==> config.mk <==
export PLATFORM = sky130hd
export DESIGN_NAME = dcc_refresh_packet_scheduler_core
export DESIGN_NICKNAME = d
export VERILOG_FILES = /design/src/drpc_pkg.sv /design/src/drpc_front.sv /design/src/drpc_back.sv /design/src/dcc_refresh_packet_scheduler_core.sv
export SDC_FILE = /design/constraint.sdc
export NUM_CORES = 2
export LEC_CHECK = 0
export CORE_ASPECT_RATIO = 0.7
export CORE_MARGIN = 2
export CORE_UTILIZATION = 50
export CTS_BUF_LIST = sky130_fd_sc_hd__clkbuf_8
export CTS_CLUSTER_DIAMETER = 30
export CTS_CLUSTER_SIZE = 16
export DETAILED_ROUTE_END_ITERATION = 10
export DONT_BUFFER_PORTS = 1
export SKIP_CTS_REPAIR_TIMING = 1
export SYNTH_ARGS = -nofsm -noshare
export SYNTH_HDL_FRONTEND = slang
export SYNTH_SLANG_ARGS = --single-unit
==> constraint.sdc <==
create_clock -name clock -period 8.1 [get_ports clock]
set_input_delay 1.62 -clock clock [delete_from_list [all_inputs] [get_ports clock]]
set_output_delay 1.62 -clock clock [all_outputs]
set_load 0.01 [all_outputs]
==> src/drpc_pkg.sv <==
package drpc_pkg;

   typedef enum logic [2:0] {
      MODE_NEXT  = 3'd0,
      MODE_ADD   = 3'd1,
      MODE_PURGE = 3'd2,
      MODE_SPEED = 3'd3,
      MODE_FUNC  = 3'd4,
      MODE_STEP  = 3'd5,
      MODE_ESTOP = 3'd6,
      MODE_RSVD  = 3'd7
   } mode_type;

   localparam logic [1:0] STATUS_OK    = 2'd0;
   localparam logic [1:0] STATUS_FULL  = 2'd1;
   localparam logic [1:0] STATUS_TAKEN = 2'd2;
   localparam logic [1:0] STATUS_QFULL = 2'd3;

   localparam logic [0:0] KIND_BYTE   = 1'b0;
   localparam logic [0:0] KIND_STATUS = 1'b1;

   localparam logic [7:0] BYTE_STOP      = 8'b0111_0001;
   localparam logic [7:0] BYTE_ADV_SPEED = 8'h3F;
   localparam logic [7:0] BYTE_FG1       = 8'h80;
   localparam logic [7:0] BYTE_FG2       = 8'hB0;
   localparam logic [7:0] BYTE_FG2A      = 8'hA0;
   localparam logic [7:0] BYTE_FG4       = 8'hDE;
   localparam logic [7:0] BYTE_FG5       = 8'hDF;
   localparam logic [7:0] MASK_NIBBLE    = 8'h0F;
   localparam logic [7:0] BYTE_SPEED     = 8'b0100_0000;
   localparam logic [7:0] BIT_FORWARD    = 8'b0010_0000;
   localparam logic [7:0] BYTE_IDLE      = 8'hFF;
   localparam logic [7:0] SPEED_STOPPED  = 8'h80;

   localparam logic [2:0] REPEAT_STOP    = 3'd6;
   localparam logic [2:0] REPEAT_ONCE    = 3'd1;
   localparam logic [2:0] REPEAT_FUNC    = 3'd2;

   typedef struct packed {
      logic [2:0]  mode;
      logic [4:0]  handle;
      logic [15:0] loco_address;
      logic [7:0]  value;
      logic [2:0]  group;
      logic [1:0]  step_mode;
   } req_type;

   typedef struct packed {
      logic [0:0] kind;
      logic [7:0] packet_byte;
      logic       last;
      logic [2:0] repeat_res;
      logic [4:0] handle_out;
      logic [1:0] status;
   } rsp_type;

   typedef struct packed {
      mode_type    mode;
      logic [4:0]  handle;
      logic        in_range;
      logic [15:0] address;
      logic        addr_zero;
      logic [7:0]  value;
      logic [2:0]  group;
      logic        group_ok;
      logic [1:0]  step_mode;
   } cmd_type;

endpackage

==> src/drpc_front.sv <==
module drpc_front import drpc_pkg::*; #(
   parameter int SESSIONS = 32
) (
   input  logic    clock,
   input  logic    reset,
   input  logic    req_valid,
   output logic    req_ready,
   input  req_type req_data,
   output logic    cmd_valid,
   input  logic    cmd_pop,
   output cmd_type cmd_data
);

   cmd_type    dec;
   cmd_type    slot_ff [2];
   logic       wr_ptr_ff, wr_ptr_in;
   logic       rd_ptr_ff, rd_ptr_in;
   logic [1:0] count_ff, count_in;
   logic       push, pop;

   always_comb begin
      dec.mode      = mode_type'(req_data.mode);
      dec.handle    = req_data.handle;
      dec.in_range  = ({2'b00, req_data.handle} < 7'(SESSIONS));
      dec.address   = {req_data.loco_address[14], req_data.loco_address[14:0]};
      dec.addr_zero = (req_data.loco_address == 16'd0);
      dec.value     = req_data.value;
      dec.group     = req_data.group;
      dec.group_ok  = (req_data.group >= 3'd1) && (req_data.group <= 3'd5);
      dec.step_mode = req_data.step_mode;
   end

   assign req_ready = (count_ff != 2'd2);
   assign cmd_valid = (count_ff != 2'd0);
   assign cmd_data  = slot_ff[rd_ptr_ff];
   assign push      = req_valid && req_ready;
   assign pop       = cmd_pop && cmd_valid;

   always_comb begin
      wr_ptr_in = push ? ~wr_ptr_ff : wr_ptr_ff;
      rd_ptr_in = pop ? ~rd_ptr_ff : rd_ptr_ff;
      count_in  = count_ff + {1'b0, push} - {1'b0, pop};
   end

   always_ff @(posedge clock) begin
      if (reset) begin
         wr_ptr_ff <= 1'b0;
         rd_ptr_ff <= 1'b0;
         count_ff  <= 2'd0;
      end else begin
         wr_ptr_ff <= wr_ptr_in;
         rd_ptr_ff <= rd_ptr_in;
         count_ff  <= count_in;
      end
   end

   always_ff @(posedge clock) begin
      if (push) begin
         slot_ff[wr_ptr_ff] <= dec;
      end
   end

endmodule

==> src/drpc_back.sv <==
module drpc_back import drpc_pkg::*; #(
   parameter int SESSIONS      = 32,
   parameter int ONESHOT_DEPTH = 16
) (
   input  logic    clock,
   input  logic    reset,
   input  logic    cmd_valid,
   output logic    cmd_pop,
   input  cmd_type cmd_data,
   output logic    rsp_valid,
   input  logic    rsp_ready,
   output rsp_type rsp_data
);

   localparam int IW = $clog2(SESSIONS);
   localparam int CW = $clog2(SESSIONS + 1);
   localparam int QW = $clog2(ONESHOT_DEPTH);

   typedef enum logic [3:0] {
      S_IDLE, S_ADD_SCAN, S_ADD_RD, S_ADD_WR, S_PURGE, S_SPEED, S_FUNC, S_STEP,
      S_ESTOP, S_OS, S_RF, S_RF_ADV, S_EMIT, S_STATUS
   } state_type;

   typedef struct packed {
      logic [15:0] address;
      logic [7:0]  speed;
      logic [23:0] functions;
      logic [1:0]  step_mode;
   } slot_type;

   typedef struct packed {
      logic [4:0][7:0] bytes;
      logic [2:0]      len;
   } pkt_type;

   typedef struct packed {
      logic [2:0]      rep;
      logic [2:0]      cnt;
      logic [4:0][7:0] bytes;
   } os_type;

   typedef struct packed {
      logic [7:0] p0;
      logic [7:0] p1;
      logic       two;
   } payload_type;

   function automatic pkt_type assemble(input logic [15:0] a, input payload_type p);
      logic [7:0] cks;
      pkt_type    r;
      r = '0;
      if (a[14]) begin
         r.bytes[0] = a[15:8];
         r.bytes[1] = a[7:0];
         r.bytes[2] = p.p0;
         cks = a[15:8] ^ a[7:0] ^ p.p0;
         if (p.two) begin
            r.bytes[3] = p.p1;
            r.bytes[4] = cks ^ p.p1;
            r.len      = 3'd5;
         end else begin
            r.bytes[3] = cks;
            r.len      = 3'd4;
         end
      end else begin
         r.bytes[0] = a[7:0];
         r.bytes[1] = p.p0;
         cks = a[7:0] ^ p.p0;
         if (p.two) begin
            r.bytes[2] = p.p1;
            r.bytes[3] = cks ^ p.p1;
            r.len      = 3'd4;
         end else begin
            r.bytes[2] = cks;
            r.len      = 3'd3;
         end
      end
      return r;
   endfunction

   function automatic payload_type speed_payload(input logic [7:0] s, input logic [1:0] sm);
      payload_type p;
      logic [7:0]  r;
      p = '0;
      r = BYTE_SPEED | (s[7] ? BIT_FORWARD : 8'h00);
      if (sm == 2'd0) begin
         p.p0  = BYTE_ADV_SPEED;
         p.p1  = s;
         p.two = 1'b1;
      end else if (s[6:0] == 7'd1) begin
         p.p0 = r | 8'h01;
      end else if (sm == 2'd3) begin
         p.p0 = r | {4'h0, s[6:3]};
      end else begin
         p.p0 = r | {4'h0, s[6:3]} | (s[2] ? 8'h10 : 8'h00);
      end
      return p;
   endfunction

   function automatic pkt_type fixed3(input logic [7:0] b0, b1, b2);
      pkt_type r;
      r = '0;
      r.bytes[0] = b0;
      r.bytes[1] = b1;
      r.bytes[2] = b2;
      r.len      = 3'd3;
      return r;
   endfunction

   state_type            state_ff, state_in;
   cmd_type              cmd_ff, cmd_in;
   logic [SESSIONS-1:0]  valid_ff, valid_in;
   logic [SESSIONS-1:0]  init_ff, init_in;
   logic [CW-1:0]        scan_ff, scan_in;
   logic [CW-1:0]        left_ff, left_in;
   logic                 found_ff, found_in;
   logic [IW-1:0]        free_ff, free_in;
   logic [IW-1:0]        ri_ff, ri_in;
   logic [2:0]           phase_ff, phase_in;
   logic                 idle_ff, idle_in;
   logic                 stop_ff, stop_in;
   logic [QW-1:0]        head_ff, head_in;
   logic [QW-1:0]        tail_ff, tail_in;
   logic [ONESHOT_DEPTH-1:0] osv_ff, osv_in;
   pkt_type              pkt_ff, pkt_in;
   logic [2:0]           idx_ff, idx_in;
   logic [2:0]           rep_ff, rep_in;
   logic [1:0]           st_ff, st_in;
   logic [4:0]           hout_ff, hout_in;
   logic                 rsp_valid_ff, rsp_valid_in;
   rsp_type              rsp_data_ff, rsp_data_in;

   slot_type             slot_mem [SESSIONS];
   slot_type             rd_q_ff;
   logic [IW-1:0]        rd_idx_ff;
   logic                 rd_init_ff;
   os_type               os_mem [ONESHOT_DEPTH];
   os_type               os_q_ff;

   logic [IW-1:0]        slot_rd_addr;
   logic                 slot_we;
   logic [IW-1:0]        slot_wa;
   slot_type             slot_wd;
   logic                 os_we;
   logic [QW-1:0]        os_wa;
   os_type               os_wd;

   slot_type             cur;
   slot_type             upd;
   pkt_type              built;
   payload_type          pay;
   logic [IW-1:0]        new_h;
   logic [IW-1:0]        cmd_h;
   logic [IW-1:0]        ri_next;
   logic [IW-1:0]        scan_idx;
   logic                 out_free;
   logic [2:0]           os_cnt;

   assign cur      = rd_init_ff ? rd_q_ff : '0;
   assign new_h    = IW'(cmd_data.handle);
   assign cmd_h    = IW'(cmd_ff.handle);
   assign out_free = !rsp_valid_ff || rsp_ready;
   assign ri_next  = (ri_ff == IW'(SESSIONS - 1)) ? '0 : ri_ff + 1'b1;
   assign scan_idx = (scan_ff < CW'(SESSIONS)) ? IW'(scan_ff) : '0;
   assign rsp_valid = rsp_valid_ff;
   assign rsp_data  = rsp_data_ff;

   always_comb begin
      state_in     = state_ff;
      cmd_in       = cmd_ff;
      valid_in     = valid_ff;
      init_in      = init_ff;
      scan_in      = scan_ff;
      left_in      = left_ff;
      found_in     = found_ff;
      free_in      = free_ff;
      ri_in        = ri_ff;
      phase_in     = phase_ff;
      idle_in      = idle_ff;
      stop_in      = stop_ff;
      head_in      = head_ff;
      tail_in      = tail_ff;
      osv_in       = osv_ff;
      pkt_in       = pkt_ff;
      idx_in       = idx_ff;
      rep_in       = rep_ff;
      st_in        = st_ff;
      hout_in      = hout_ff;
      rsp_valid_in = rsp_valid_ff && !rsp_ready;
      rsp_data_in  = rsp_data_ff;
      cmd_pop      = 1'b0;
      slot_rd_addr = ri_ff;
      slot_we      = 1'b0;
      slot_wa      = rd_idx_ff;
      slot_wd      = cur;
      os_we        = 1'b0;
      os_wa        = head_ff;
      os_wd        = '0;
      upd          = cur;
      pay          = '0;
      built        = '0;
      os_cnt       = os_q_ff.cnt;

      unique case (state_ff)
         S_IDLE: begin
            idx_in = 3'd0;
            rep_in = REPEAT_ONCE;
            st_in  = STATUS_OK;
            hout_in = 5'd0;
            if (cmd_valid) begin
               cmd_pop = 1'b1;
               cmd_in  = cmd_data;
               if (cmd_data.in_range) begin
                  slot_rd_addr = (cmd_data.mode == MODE_NEXT) ? ri_ff : new_h;
               end
               unique case (cmd_data.mode)
                  MODE_NEXT: begin
                     if (stop_ff) begin
                        stop_in  = 1'b0;
                        pkt_in   = fixed3(8'h00, BYTE_STOP, BYTE_STOP);
                        rep_in   = REPEAT_STOP;
                        state_in = S_EMIT;
                     end else if (idle_ff) begin
                        idle_in  = 1'b0;
                        pkt_in   = fixed3(BYTE_IDLE, 8'h00, BYTE_IDLE);
                        state_in = S_EMIT;
                     end else if (osv_ff[tail_ff]) begin
                        state_in = S_OS;
                     end else begin
                        state_in = S_RF;
                     end
                  end
                  MODE_ADD: begin
                     scan_in  = '0;
                     found_in = 1'b0;
                     if (!cmd_data.addr_zero) state_in = S_ADD_SCAN;
                  end
                  MODE_PURGE: begin
                     state_in = cmd_data.in_range ? S_PURGE : S_STATUS;
                  end
                  MODE_SPEED: begin
                     state_in = (cmd_data.in_range && valid_ff[new_h]) ? S_SPEED : S_STATUS;
                  end
                  MODE_FUNC: begin
                     state_in = (cmd_data.in_range && valid_ff[new_h] && cmd_data.group_ok) ?
                                S_FUNC : S_STATUS;
                  end
                  MODE_STEP: begin
                     state_in = (cmd_data.in_range && valid_ff[new_h]) ? S_STEP : S_STATUS;
                  end
                  MODE_ESTOP: begin
                     stop_in  = 1'b1;
                     scan_in  = '0;
                     state_in = S_ESTOP;
                  end
                  default: begin
                     state_in = S_IDLE;
                  end
               endcase
            end
         end
         S_ADD_SCAN: begin
            slot_rd_addr = scan_idx;
            if (scan_ff != CW'(SESSIONS)) scan_in = scan_ff + 1'b1;
            if (scan_ff != '0) begin
               if (valid_ff[rd_idx_ff] && (cur.address == cmd_ff.address)) begin
                  st_in    = STATUS_TAKEN;
                  state_in = S_STATUS;
               end else begin
                  if (!valid_ff[rd_idx_ff] && !found_ff) begin
                     found_in = 1'b1;
                     free_in  = rd_idx_ff;
                  end
                  if (rd_idx_ff == IW'(SESSIONS - 1)) begin
                     if (found_in) begin
                        state_in = S_ADD_RD;
                     end else begin
                        st_in    = STATUS_FULL;
                        state_in = S_STATUS;
                     end
                  end
               end
            end
         end
         S_ADD_RD: begin
            slot_rd_addr = free_ff;
            state_in     = S_ADD_WR;
         end
         S_ADD_WR: begin
            upd.address       = cmd_ff.address;
            slot_we           = 1'b1;
            slot_wd           = upd;
            valid_in[free_ff] = 1'b1;
            init_in[free_ff]  = 1'b1;
            hout_in           = 5'(free_ff);
            state_in          = S_STATUS;
         end
         S_PURGE: begin
            upd.address     = 16'd0;
            upd.speed       = SPEED_STOPPED;
            upd.functions   = 24'd0;
            slot_we         = 1'b1;
            slot_wd         = upd;
            valid_in[cmd_h] = 1'b0;
            init_in[cmd_h]  = 1'b1;
            state_in        = S_STATUS;
         end
         S_SPEED, S_FUNC: begin
            if (state_ff == S_SPEED) begin
               upd.speed = cmd_ff.value;
               pay       = speed_payload(cmd_ff.value, cur.step_mode);
            end else begin
               case (cmd_ff.group)
                  3'd1: begin
                     upd.functions[7:0] = cmd_ff.value;
                     pay.p0 = BYTE_FG1 | {3'b000, cmd_ff.value[4:0]};
                  end
                  3'd2: begin
                     upd.functions[15:8] = cmd_ff.value;
                     pay.p0 = BYTE_FG2 | (cmd_ff.value & MASK_NIBBLE);
                  end
                  3'd3: begin
                     upd.functions[23:16] = cmd_ff.value;
                     pay.p0 = BYTE_FG2A | (cmd_ff.value & MASK_NIBBLE);
                  end
                  3'd4: begin
                     pay.p0  = BYTE_FG4;
                     pay.p1  = cmd_ff.value;
                     pay.two = 1'b1;
                  end
                  default: begin
                     pay.p0  = BYTE_FG5;
                     pay.p1  = cmd_ff.value;
                     pay.two = 1'b1;
                  end
               endcase
            end
            built   = assemble(cur.address, pay);
            slot_we = 1'b1;
            slot_wd = upd;
            if (osv_ff[head_ff]) begin
               st_in = STATUS_QFULL;
            end else begin
               os_we           = 1'b1;
               os_wd.rep       = (state_ff == S_SPEED) ? REPEAT_ONCE : REPEAT_FUNC;
               os_wd.cnt       = built.len;
               os_wd.bytes     = built.bytes;
               osv_in[head_ff] = 1'b1;
               head_in = (head_ff == QW'(ONESHOT_DEPTH - 1)) ? '0 : head_ff + 1'b1;
            end
            state_in = S_STATUS;
         end
         S_STEP: begin
            upd.step_mode = cmd_ff.step_mode;
            slot_we       = 1'b1;
            slot_wd       = upd;
            state_in      = S_STATUS;
         end
         S_ESTOP: begin
            slot_rd_addr = scan_idx;
            if (scan_ff != CW'(SESSIONS)) scan_in = scan_ff + 1'b1;
            if (scan_ff != '0) begin
               upd.speed          = {cur.speed[7], 7'd1};
               slot_we            = 1'b1;
               slot_wd            = upd;
               init_in[rd_idx_ff] = 1'b1;
               if (rd_idx_ff == IW'(SESSIONS - 1)) state_in = S_STATUS;
            end
         end
         S_OS: begin
            if (os_cnt > 3'd5) os_cnt = 3'd5;
            if (os_cnt == 3'd0) os_cnt = 3'd1;
            pkt_in.bytes = os_q_ff.bytes;
            pkt_in.len   = os_cnt;
            if (os_q_ff.rep > 3'd1) begin
               os_we     = 1'b1;
               os_wa     = tail_ff;
               os_wd     = os_q_ff;
               os_wd.rep = os_q_ff.rep - 1'b1;
               idle_in   = 1'b1;
            end else begin
               osv_in[tail_ff] = 1'b0;
               tail_in = (tail_ff == QW'(ONESHOT_DEPTH - 1)) ? '0 : tail_ff + 1'b1;
            end
            state_in = S_EMIT;
         end
         S_RF: begin
            if (valid_ff[ri_ff]) begin
               case (phase_ff)
                  3'd0: pay.p0 = BYTE_FG1 | {3'b000, cur.functions[4:0]};
                  3'd1: pay.p0 = BYTE_FG2 | {4'h0, cur.functions[11:8]};
                  3'd2: pay.p0 = BYTE_FG2A | {4'h0, cur.functions[19:16]};
                  default: pay = speed_payload(cur.speed, cur.step_mode);
               endcase
               pkt_in = assemble(cur.address, pay);
            end else begin
               pkt_in  = fixed3(BYTE_IDLE, 8'h00, BYTE_IDLE);
               idle_in = 1'b0;
            end
            left_in  = CW'(SESSIONS);
            state_in = S_RF_ADV;
         end
         S_RF_ADV: begin
            ri_in   = ri_next;
            left_in = left_ff - 1'b1;
            if (ri_next == '0) begin
               idle_in  = 1'b1;
               phase_in = (phase_ff >= 3'd6) ? 3'd0 : phase_ff + 1'b1;
            end
            if (valid_ff[ri_next] || (left_ff == CW'(1))) state_in = S_EMIT;
         end
         S_EMIT: begin
            if (out_free) begin
               rsp_valid_in            = 1'b1;
               rsp_data_in.kind        = KIND_BYTE;
               rsp_data_in.packet_byte = pkt_ff.bytes[idx_ff];
               rsp_data_in.last        = (idx_ff == pkt_ff.len - 1'b1);
               rsp_data_in.repeat_res  = rep_ff;
               rsp_data_in.handle_out  = 5'd0;
               rsp_data_in.status      = STATUS_OK;
               idx_in                  = idx_ff + 1'b1;
               if (idx_ff == pkt_ff.len - 1'b1) state_in = S_IDLE;
            end
         end
         S_STATUS: begin
            if (out_free) begin
               rsp_valid_in            = 1'b1;
               rsp_data_in.kind        = KIND_STATUS;
               rsp_data_in.packet_byte = 8'h00;
               rsp_data_in.last        = 1'b1;
               rsp_data_in.repeat_res  = REPEAT_ONCE;
               rsp_data_in.handle_out  = hout_ff;
               rsp_data_in.status      = st_ff;
               state_in                = S_IDLE;
            end
         end
         default: begin
            state_in = S_IDLE;
         end
      endcase
   end

   always_ff @(posedge clock) begin
      if (reset) begin
         state_ff     <= S_IDLE;
         valid_ff     <= '0;
         init_ff      <= '0;
         found_ff     <= 1'b0;
         ri_ff        <= '0;
         phase_ff     <= 3'd0;
         idle_ff      <= 1'b0;
         stop_ff      <= 1'b0;
         head_ff      <= '0;
         tail_ff      <= '0;
         osv_ff       <= '0;
         rsp_valid_ff <= 1'b0;
      end else begin
         state_ff     <= state_in;
         valid_ff     <= valid_in;
         init_ff      <= init_in;
         found_ff     <= found_in;
         ri_ff        <= ri_in;
         phase_ff     <= phase_in;
         idle_ff      <= idle_in;
         stop_ff      <= stop_in;
         head_ff      <= head_in;
         tail_ff      <= tail_in;
         osv_ff       <= osv_in;
         rsp_valid_ff <= rsp_valid_in;
      end
      cmd_ff      <= cmd_in;
      scan_ff     <= scan_in;
      left_ff     <= left_in;
      free_ff     <= free_in;
      pkt_ff      <= pkt_in;
      idx_ff      <= idx_in;
      rep_ff      <= rep_in;
      st_ff       <= st_in;
      hout_ff     <= hout_in;
      rsp_data_ff <= rsp_data_in;
   end

   always_ff @(posedge clock) begin
      rd_q_ff    <= slot_mem[slot_rd_addr];
      rd_idx_ff  <= slot_rd_addr;
      rd_init_ff <= init_ff[slot_rd_addr];
      if (slot_we) begin
         slot_mem[slot_wa] <= slot_wd;
      end
   end

   always_ff @(posedge clock) begin
      os_q_ff <= os_mem[tail_ff];
      if (os_we) begin
         os_mem[os_wa] <= os_wd;
      end
   end

endmodule

==> src/dcc_refresh_packet_scheduler_core.sv <==
// Add session and emergency stop both scan the session table one entry per cycle. A next
// packet request waits while a refresh steps to the next valid session, then gives its packet
// one byte a cycle while the output accepts them; output back-pressure holds the bytes.
// Requests are carried out one at a time; a two-entry queue holds requests while busy.
// Reset is synchronous; it clears queue, flags, pointers and valid bits, and table entries
// never written read as zero through per-entry written bits.
module dcc_refresh_packet_scheduler_core import drpc_pkg::*; #(
   parameter int SESSIONS      = 32,
   parameter int ONESHOT_DEPTH = 16
) (
   input  logic    clock,
   input  logic    reset,
   input  logic    req_valid,
   output logic    req_ready,
   input  req_type req_data,
   output logic    rsp_valid,
   input  logic    rsp_ready,
   output rsp_type rsp_data
);

   logic    cmd_valid;
   logic    cmd_pop;
   cmd_type cmd_data;

   drpc_front #(
      .SESSIONS(SESSIONS)
   ) u_front (
      .clock    (clock),
      .reset    (reset),
      .req_valid(req_valid),
      .req_ready(req_ready),
      .req_data (req_data),
      .cmd_valid(cmd_valid),
      .cmd_pop  (cmd_pop),
      .cmd_data (cmd_data)
   );

   drpc_back #(
      .SESSIONS     (SESSIONS),
      .ONESHOT_DEPTH(ONESHOT_DEPTH)
   ) u_back (
      .clock    (clock),
      .reset    (reset),
      .cmd_valid(cmd_valid),
      .cmd_pop  (cmd_pop),
      .cmd_data (cmd_data),
      .rsp_valid(rsp_valid),
      .rsp_ready(rsp_ready),
      .rsp_data (rsp_data)
   );

endmodule

==> results.txt <==
For this run, the total global-route usage over all layers was measured as 27.66%. The final layout contains 6504 nets. The count of cells along the worst hold path came out at 2. The setup TNS after final layout is 0 ns. The buffer cell driving the clock tree root is sky130_fd_sc_hd__clkbuf_8. After detailed routing, the average wire length per cell comes to 29.66 um.

The detailed-route wire length is 274900 um. Multiplexer cells account for 9.094% of the synthesized area. For this run, the number of Yosys warnings is 0. The overall die height came out at 371.1 um. The min-delay analysis places its worst path in the category reg2reg. The area growth from synthesis to final layout came out at 12.06%. The simple-gate share of the synthesized area came out at 8.619%.

The total leakage power is 36.22 nW. The routed via count divided by cell count came out at 6.293. The fraction of the mapped netlist area in compound gates came out at 6.758%.

The fraction of final layout cells with drive strength greater than 1 came out at 18.78%. The number of endpoints with negative hold slack in the final report was 0. The total design power came out at 0.03798 W. STA classifies the critical path startpoint as a register. The path type of the worst setup path is reg2reg. The fraction of registers with async set/reset came out at 0%.

The largest driver fanout on the critical path is 25. The fraction of the cycle the final worst path needs is 65.03%. The post-synthesis sequential area ratio came out at 72.31%. The post-route antenna net violation count is 0. The average instance in the mapped netlist occupies 15.28 sq um. The number of different library cells used by synthesis comes to 83. The floorplan core area is 191000 sq um.

The total of max-cap violations came out at 0. The number of cells produced by synthesis is 6299. STA classifies the critical path endpoint as a register. The row count came out at 134. The synthesized design contains 2384 register bits. The library cell used most frequently in the layout, excluding fill and tap cells, is sky130_fd_sc_hd__edfxtp_1. The final worst hold slack is 0.4715 ns. The count of pins on the block boundary came out at 63. The first-iteration detailed-routing DRC count is 8701. Setup violations remaining at the end of the flow were counted as 0. The placer's final routability congestion estimate is 0.9359. The most frequently used flop master after synthesis is sky130_fd_sc_hd__edfxtp_1.

Data on the critical path arrives at its endpoint at 5.86 ns. After synthesis, the largest family of logic cells by area is multiplexers. The TritonCTS clock tree is yes.

The required time of the critical path is 8.69 ns. For this run, the top clock speed supported by timing is 189.8 MHz. Summing the areas of all fa, ha and maj instances in the mapped netlist gives 0.4187% of the synthesized area. The effective utilization at floorplan came out at 50.39%. The initial antenna violation count came to 9.

The die covers 196000 sq um. After detailed routing, the number of remaining DRC violations is 0. Clock tree synthesis found a total of 2384 sinks. The number of enable-type register cells in the synthesized netlist is 2184. The clock network latency to the later pin of the worst-skew pair is 0.99 ns. The total via count after detailed routing came out at 58.34k. Clock skew on the completed layout was measured at 0.1145 ns. In this run the tightest slew margin relative to its limit is 8.238%.

The count of H-tree levels built during CTS came out at 5. The number of clock buffers inserted by TritonCTS is 374. The quantity of I/O buffers inserted on ports came out at 0. The total congestion overflow is 0. The number of buffers between clock root and the deepest sink is 4. In this run the power density over the cells is 352.2 nW/um^2. The number of cells on the worst reg-to-reg path is 7. The pin slew with the least headroom to its limit came out at 1.367 ns. The net count after synthesis is 6369. The die extent in x came out at 528.4 um. The worst ir drop on vdd is 0.4874 mV. The run finished with clean final reports. The synthesized area came out at 96230 sq um. The first-pass GRT wire length came out at 392900 um.

The clock-pin transition on the worst setup and hold timing paths came out at 0.07 ns. The via count of the first global-routing pass was 55.17k. The pin count of the biggest net entering global routing came out at 161. Setup repair after global routing left no endpoint under its margin. The finished layout holds 9270 standard cells, fillers aside. The count of pins over their slew limit was 0. The first detailed-routing pass took 7 iterations. The number of placed instances with taps included is 8573. The HPWL after detailed placement is 153200 um.

The worst path in the final design needs a cycle of 5.268 ns, including I/O delays and setup. Leaving out fill and tap cells, the most frequent cells in the layout are 2184 x sky130_fd_sc_hd__edfxtp_1, 1131 x sky130_fd_sc_hd__nand2_1, 386 x sky130_fd_sc_hd__clkbuf_8, 309 x sky130_fd_sc_hd__nand3_1, 274 x sky130_fd_sc_hd__mux4_2. Summing the areas of all xor and xnor instances in the mapped netlist gives 0.7554% of the synthesized area.
==> power by group <==
part	leakage, nW	internal (W)	switching (W)
clock network	4.18	0.00585	0.00538
registers	22.2	0.0152	0.000746
logic	9.81	0.00310	0.00770
total	36.2	0.0242	0.0138
==> worst max-delay path: stages, from the launching register on <==
cell and delay (ns):
sky130_fd_sc_hd__dfxtp_1 0.93, sky130_fd_sc_hd__inv_1 0.36, sky130_fd_sc_hd__nor2_1 0.29, sky130_fd_sc_hd__nand2_1 0.50
sky130_fd_sc_hd__nand3_1 0.45, sky130_fd_sc_hd__nand3b_1 0.64, sky130_fd_sc_hd__nor2_4 1.05, sky130_fd_sc_hd__buf_4 0.61
==> path summary, 6_finish.rpt <==
kind / end / slack [ns] / from
worst min-delay path: u_back.init_ff[27] / 0.47 / u_back.init_ff[27]
worst max-delay path: u_back.slot_mem[9][43] / 2.83 / u_back.state_ff[0]
worst max register to register: u_back.slot_mem[9][43] / 2.83 / u_back.state_ff[0]
worst min register to register: u_back.init_ff[27] / 0.47 / u_back.init_ff[27]
==> layout make-up <==
class,instances,area (sq um)
Sequential cell,2384,69600
Inverter,51,198.9
Fill cell,14891,83130
Timing Repair Buffer,151,1259
Clock buffer,386,5313
Antenna cell,6,15.01
Tap cell,2516,3148
Multi-Input combinational cell,3472,25260
Clock inverter,304,3042
==> metrics by stage <==
stage / worst slack, ns / cell area, sq um / utilization [%]
after global routing: 2.487 / 107800 / 56.47
after CTS: 2.999 / 107800 / 56.45
after detailed placement: 2.999 / 99450 / 52.08
final: 2.832 / 107800 / 56.47
after global placement: 3.080 / 99450 / 52.08
after floorplan: 1.736 / 96230 / -
==> sequential cells by signal, indices dropped and copies added, names as in the netlist, 3 cells and up, named ones only <==
name              count
u_back.phase_ff       3
u_back.tail_ff        4
u_back.scan_ff        6
u_back.cmd_h          5
u_back.rd_q_ff       39
u_back.osv_ff        16
u_back.head_ff        4
u_back.init_ff       32
u_back.ri_ff          5
u_back.free_ff        5
u_back.rsp_data      19
u_back.valid_ff      32
u_back.pkt_ff        43
u_back.cmd_ff        28
u_back.idx_ff         3
u_back.slot_mem    1248
u_back.state_ff       4
u_back.os_q_ff       46
u_back.rd_idx_ff      5
u_back.left_ff        6
u_back.os_mem       736
u_back.hout_ff        5
u_front.slot_ff      76
==> logic make-up (layout without fill, tap and decap cells) <==
family | Yosys count | after routing
flip-flops | 2384 | 2384
AND/OR/NAND/NOR | 1938 | 1938
AO/OA/AOI/OAI | 891 | 891
multiplexers | 527 | 527
buffers and inverters | 443 | 892
XOR/XNOR | 83 | 83
adder cells (fa/ha/maj) | 33 | 33
other | 0 | 6
==> routing by layer <==
layer  GRT usage [%]  share of wire, %  vias up
li1                -                 -    24834
met1           43.78                45    29880
met2           38.06                42     3199
met3           6.890                11      420
met4           6.800               2.0        4
met5               0            0.0098        -
==> synthesized netlist by cell type, types with 5 or more instances <==
| cell | count | area share [%] |
|---|---|---|
| sky130_fd_sc_hd__nor3_1 | 27 | 0.14 |
| sky130_fd_sc_hd__inv_1 | 44 | 0.17 |
| sky130_fd_sc_hd__o21a_1 | 7 | 0.055 |
| sky130_fd_sc_hd__xor2_1 | 37 | 0.34 |
| sky130_fd_sc_hd__a211oi_1 | 5 | 0.039 |
| sky130_fd_sc_hd__a32oi_1 | 221 | 2.0 |
| sky130_fd_sc_hd__mux4_2 | 274 | 6.4 |
| sky130_fd_sc_hd__ha_1 | 29 | 0.38 |
| sky130_fd_sc_hd__o21ai_0 | 114 | 0.59 |
| sky130_fd_sc_hd__mux2_2 | 38 | 0.44 |
| sky130_fd_sc_hd__buf_4 | 27 | 0.21 |
| sky130_fd_sc_hd__nand2b_1 | 18 | 0.12 |
| sky130_fd_sc_hd__and3_1 | 12 | 0.078 |
| sky130_fd_sc_hd__buf_6 | 8 | 0.094 |
| sky130_fd_sc_hd__a311oi_1 | 6 | 0.055 |
| sky130_fd_sc_hd__nand2_1 | 1134 | 4.4 |
| sky130_fd_sc_hd__o221ai_1 | 32 | 0.29 |
| sky130_fd_sc_hd__o21ai_1 | 6 | 0.031 |
| sky130_fd_sc_hd__o22ai_1 | 48 | 0.31 |
| sky130_fd_sc_hd__xnor2_1 | 46 | 0.42 |
| sky130_fd_sc_hd__edfxtp_1 | 2184 | 68 |
| sky130_fd_sc_hd__nand4_1 | 49 | 0.32 |
| sky130_fd_sc_hd__nor2_1 | 266 | 1.0 |
| sky130_fd_sc_hd__nand3b_1 | 11 | 0.086 |
| sky130_fd_sc_hd__mux2i_1 | 215 | 2.2 |
| sky130_fd_sc_hd__clkbuf_1 | 210 | 0.82 |
| sky130_fd_sc_hd__a32o_1 | 5 | 0.052 |
| sky130_fd_sc_hd__buf_2 | 113 | 0.59 |
| sky130_fd_sc_hd__a2111oi_2 | 40 | 0.62 |
| sky130_fd_sc_hd__a22oi_1 | 55 | 0.43 |
| sky130_fd_sc_hd__or2_2 | 6 | 0.039 |
| sky130_fd_sc_hd__nor3b_1 | 7 | 0.055 |
| sky130_fd_sc_hd__nor4_1 | 15 | 0.098 |
| sky130_fd_sc_hd__and2_1 | 21 | 0.14 |
| sky130_fd_sc_hd__a22o_1 | 33 | 0.30 |
| sky130_fd_sc_hd__buf_1 | 33 | 0.13 |
| sky130_fd_sc_hd__o211ai_1 | 14 | 0.11 |
| sky130_fd_sc_hd__a21oi_1 | 207 | 1.1 |
| sky130_fd_sc_hd__nand3_1 | 309 | 1.6 |
| sky130_fd_sc_hd__or3_1 | 9 | 0.059 |
| sky130_fd_sc_hd__nor2b_1 | 23 | 0.15 |
| sky130_fd_sc_hd__a31oi_1 | 55 | 0.36 |
| sky130_fd_sc_hd__dfxtp_1 | 200 | 4.2 |
No activity file was read; power rests on OpenSTA's default activity.
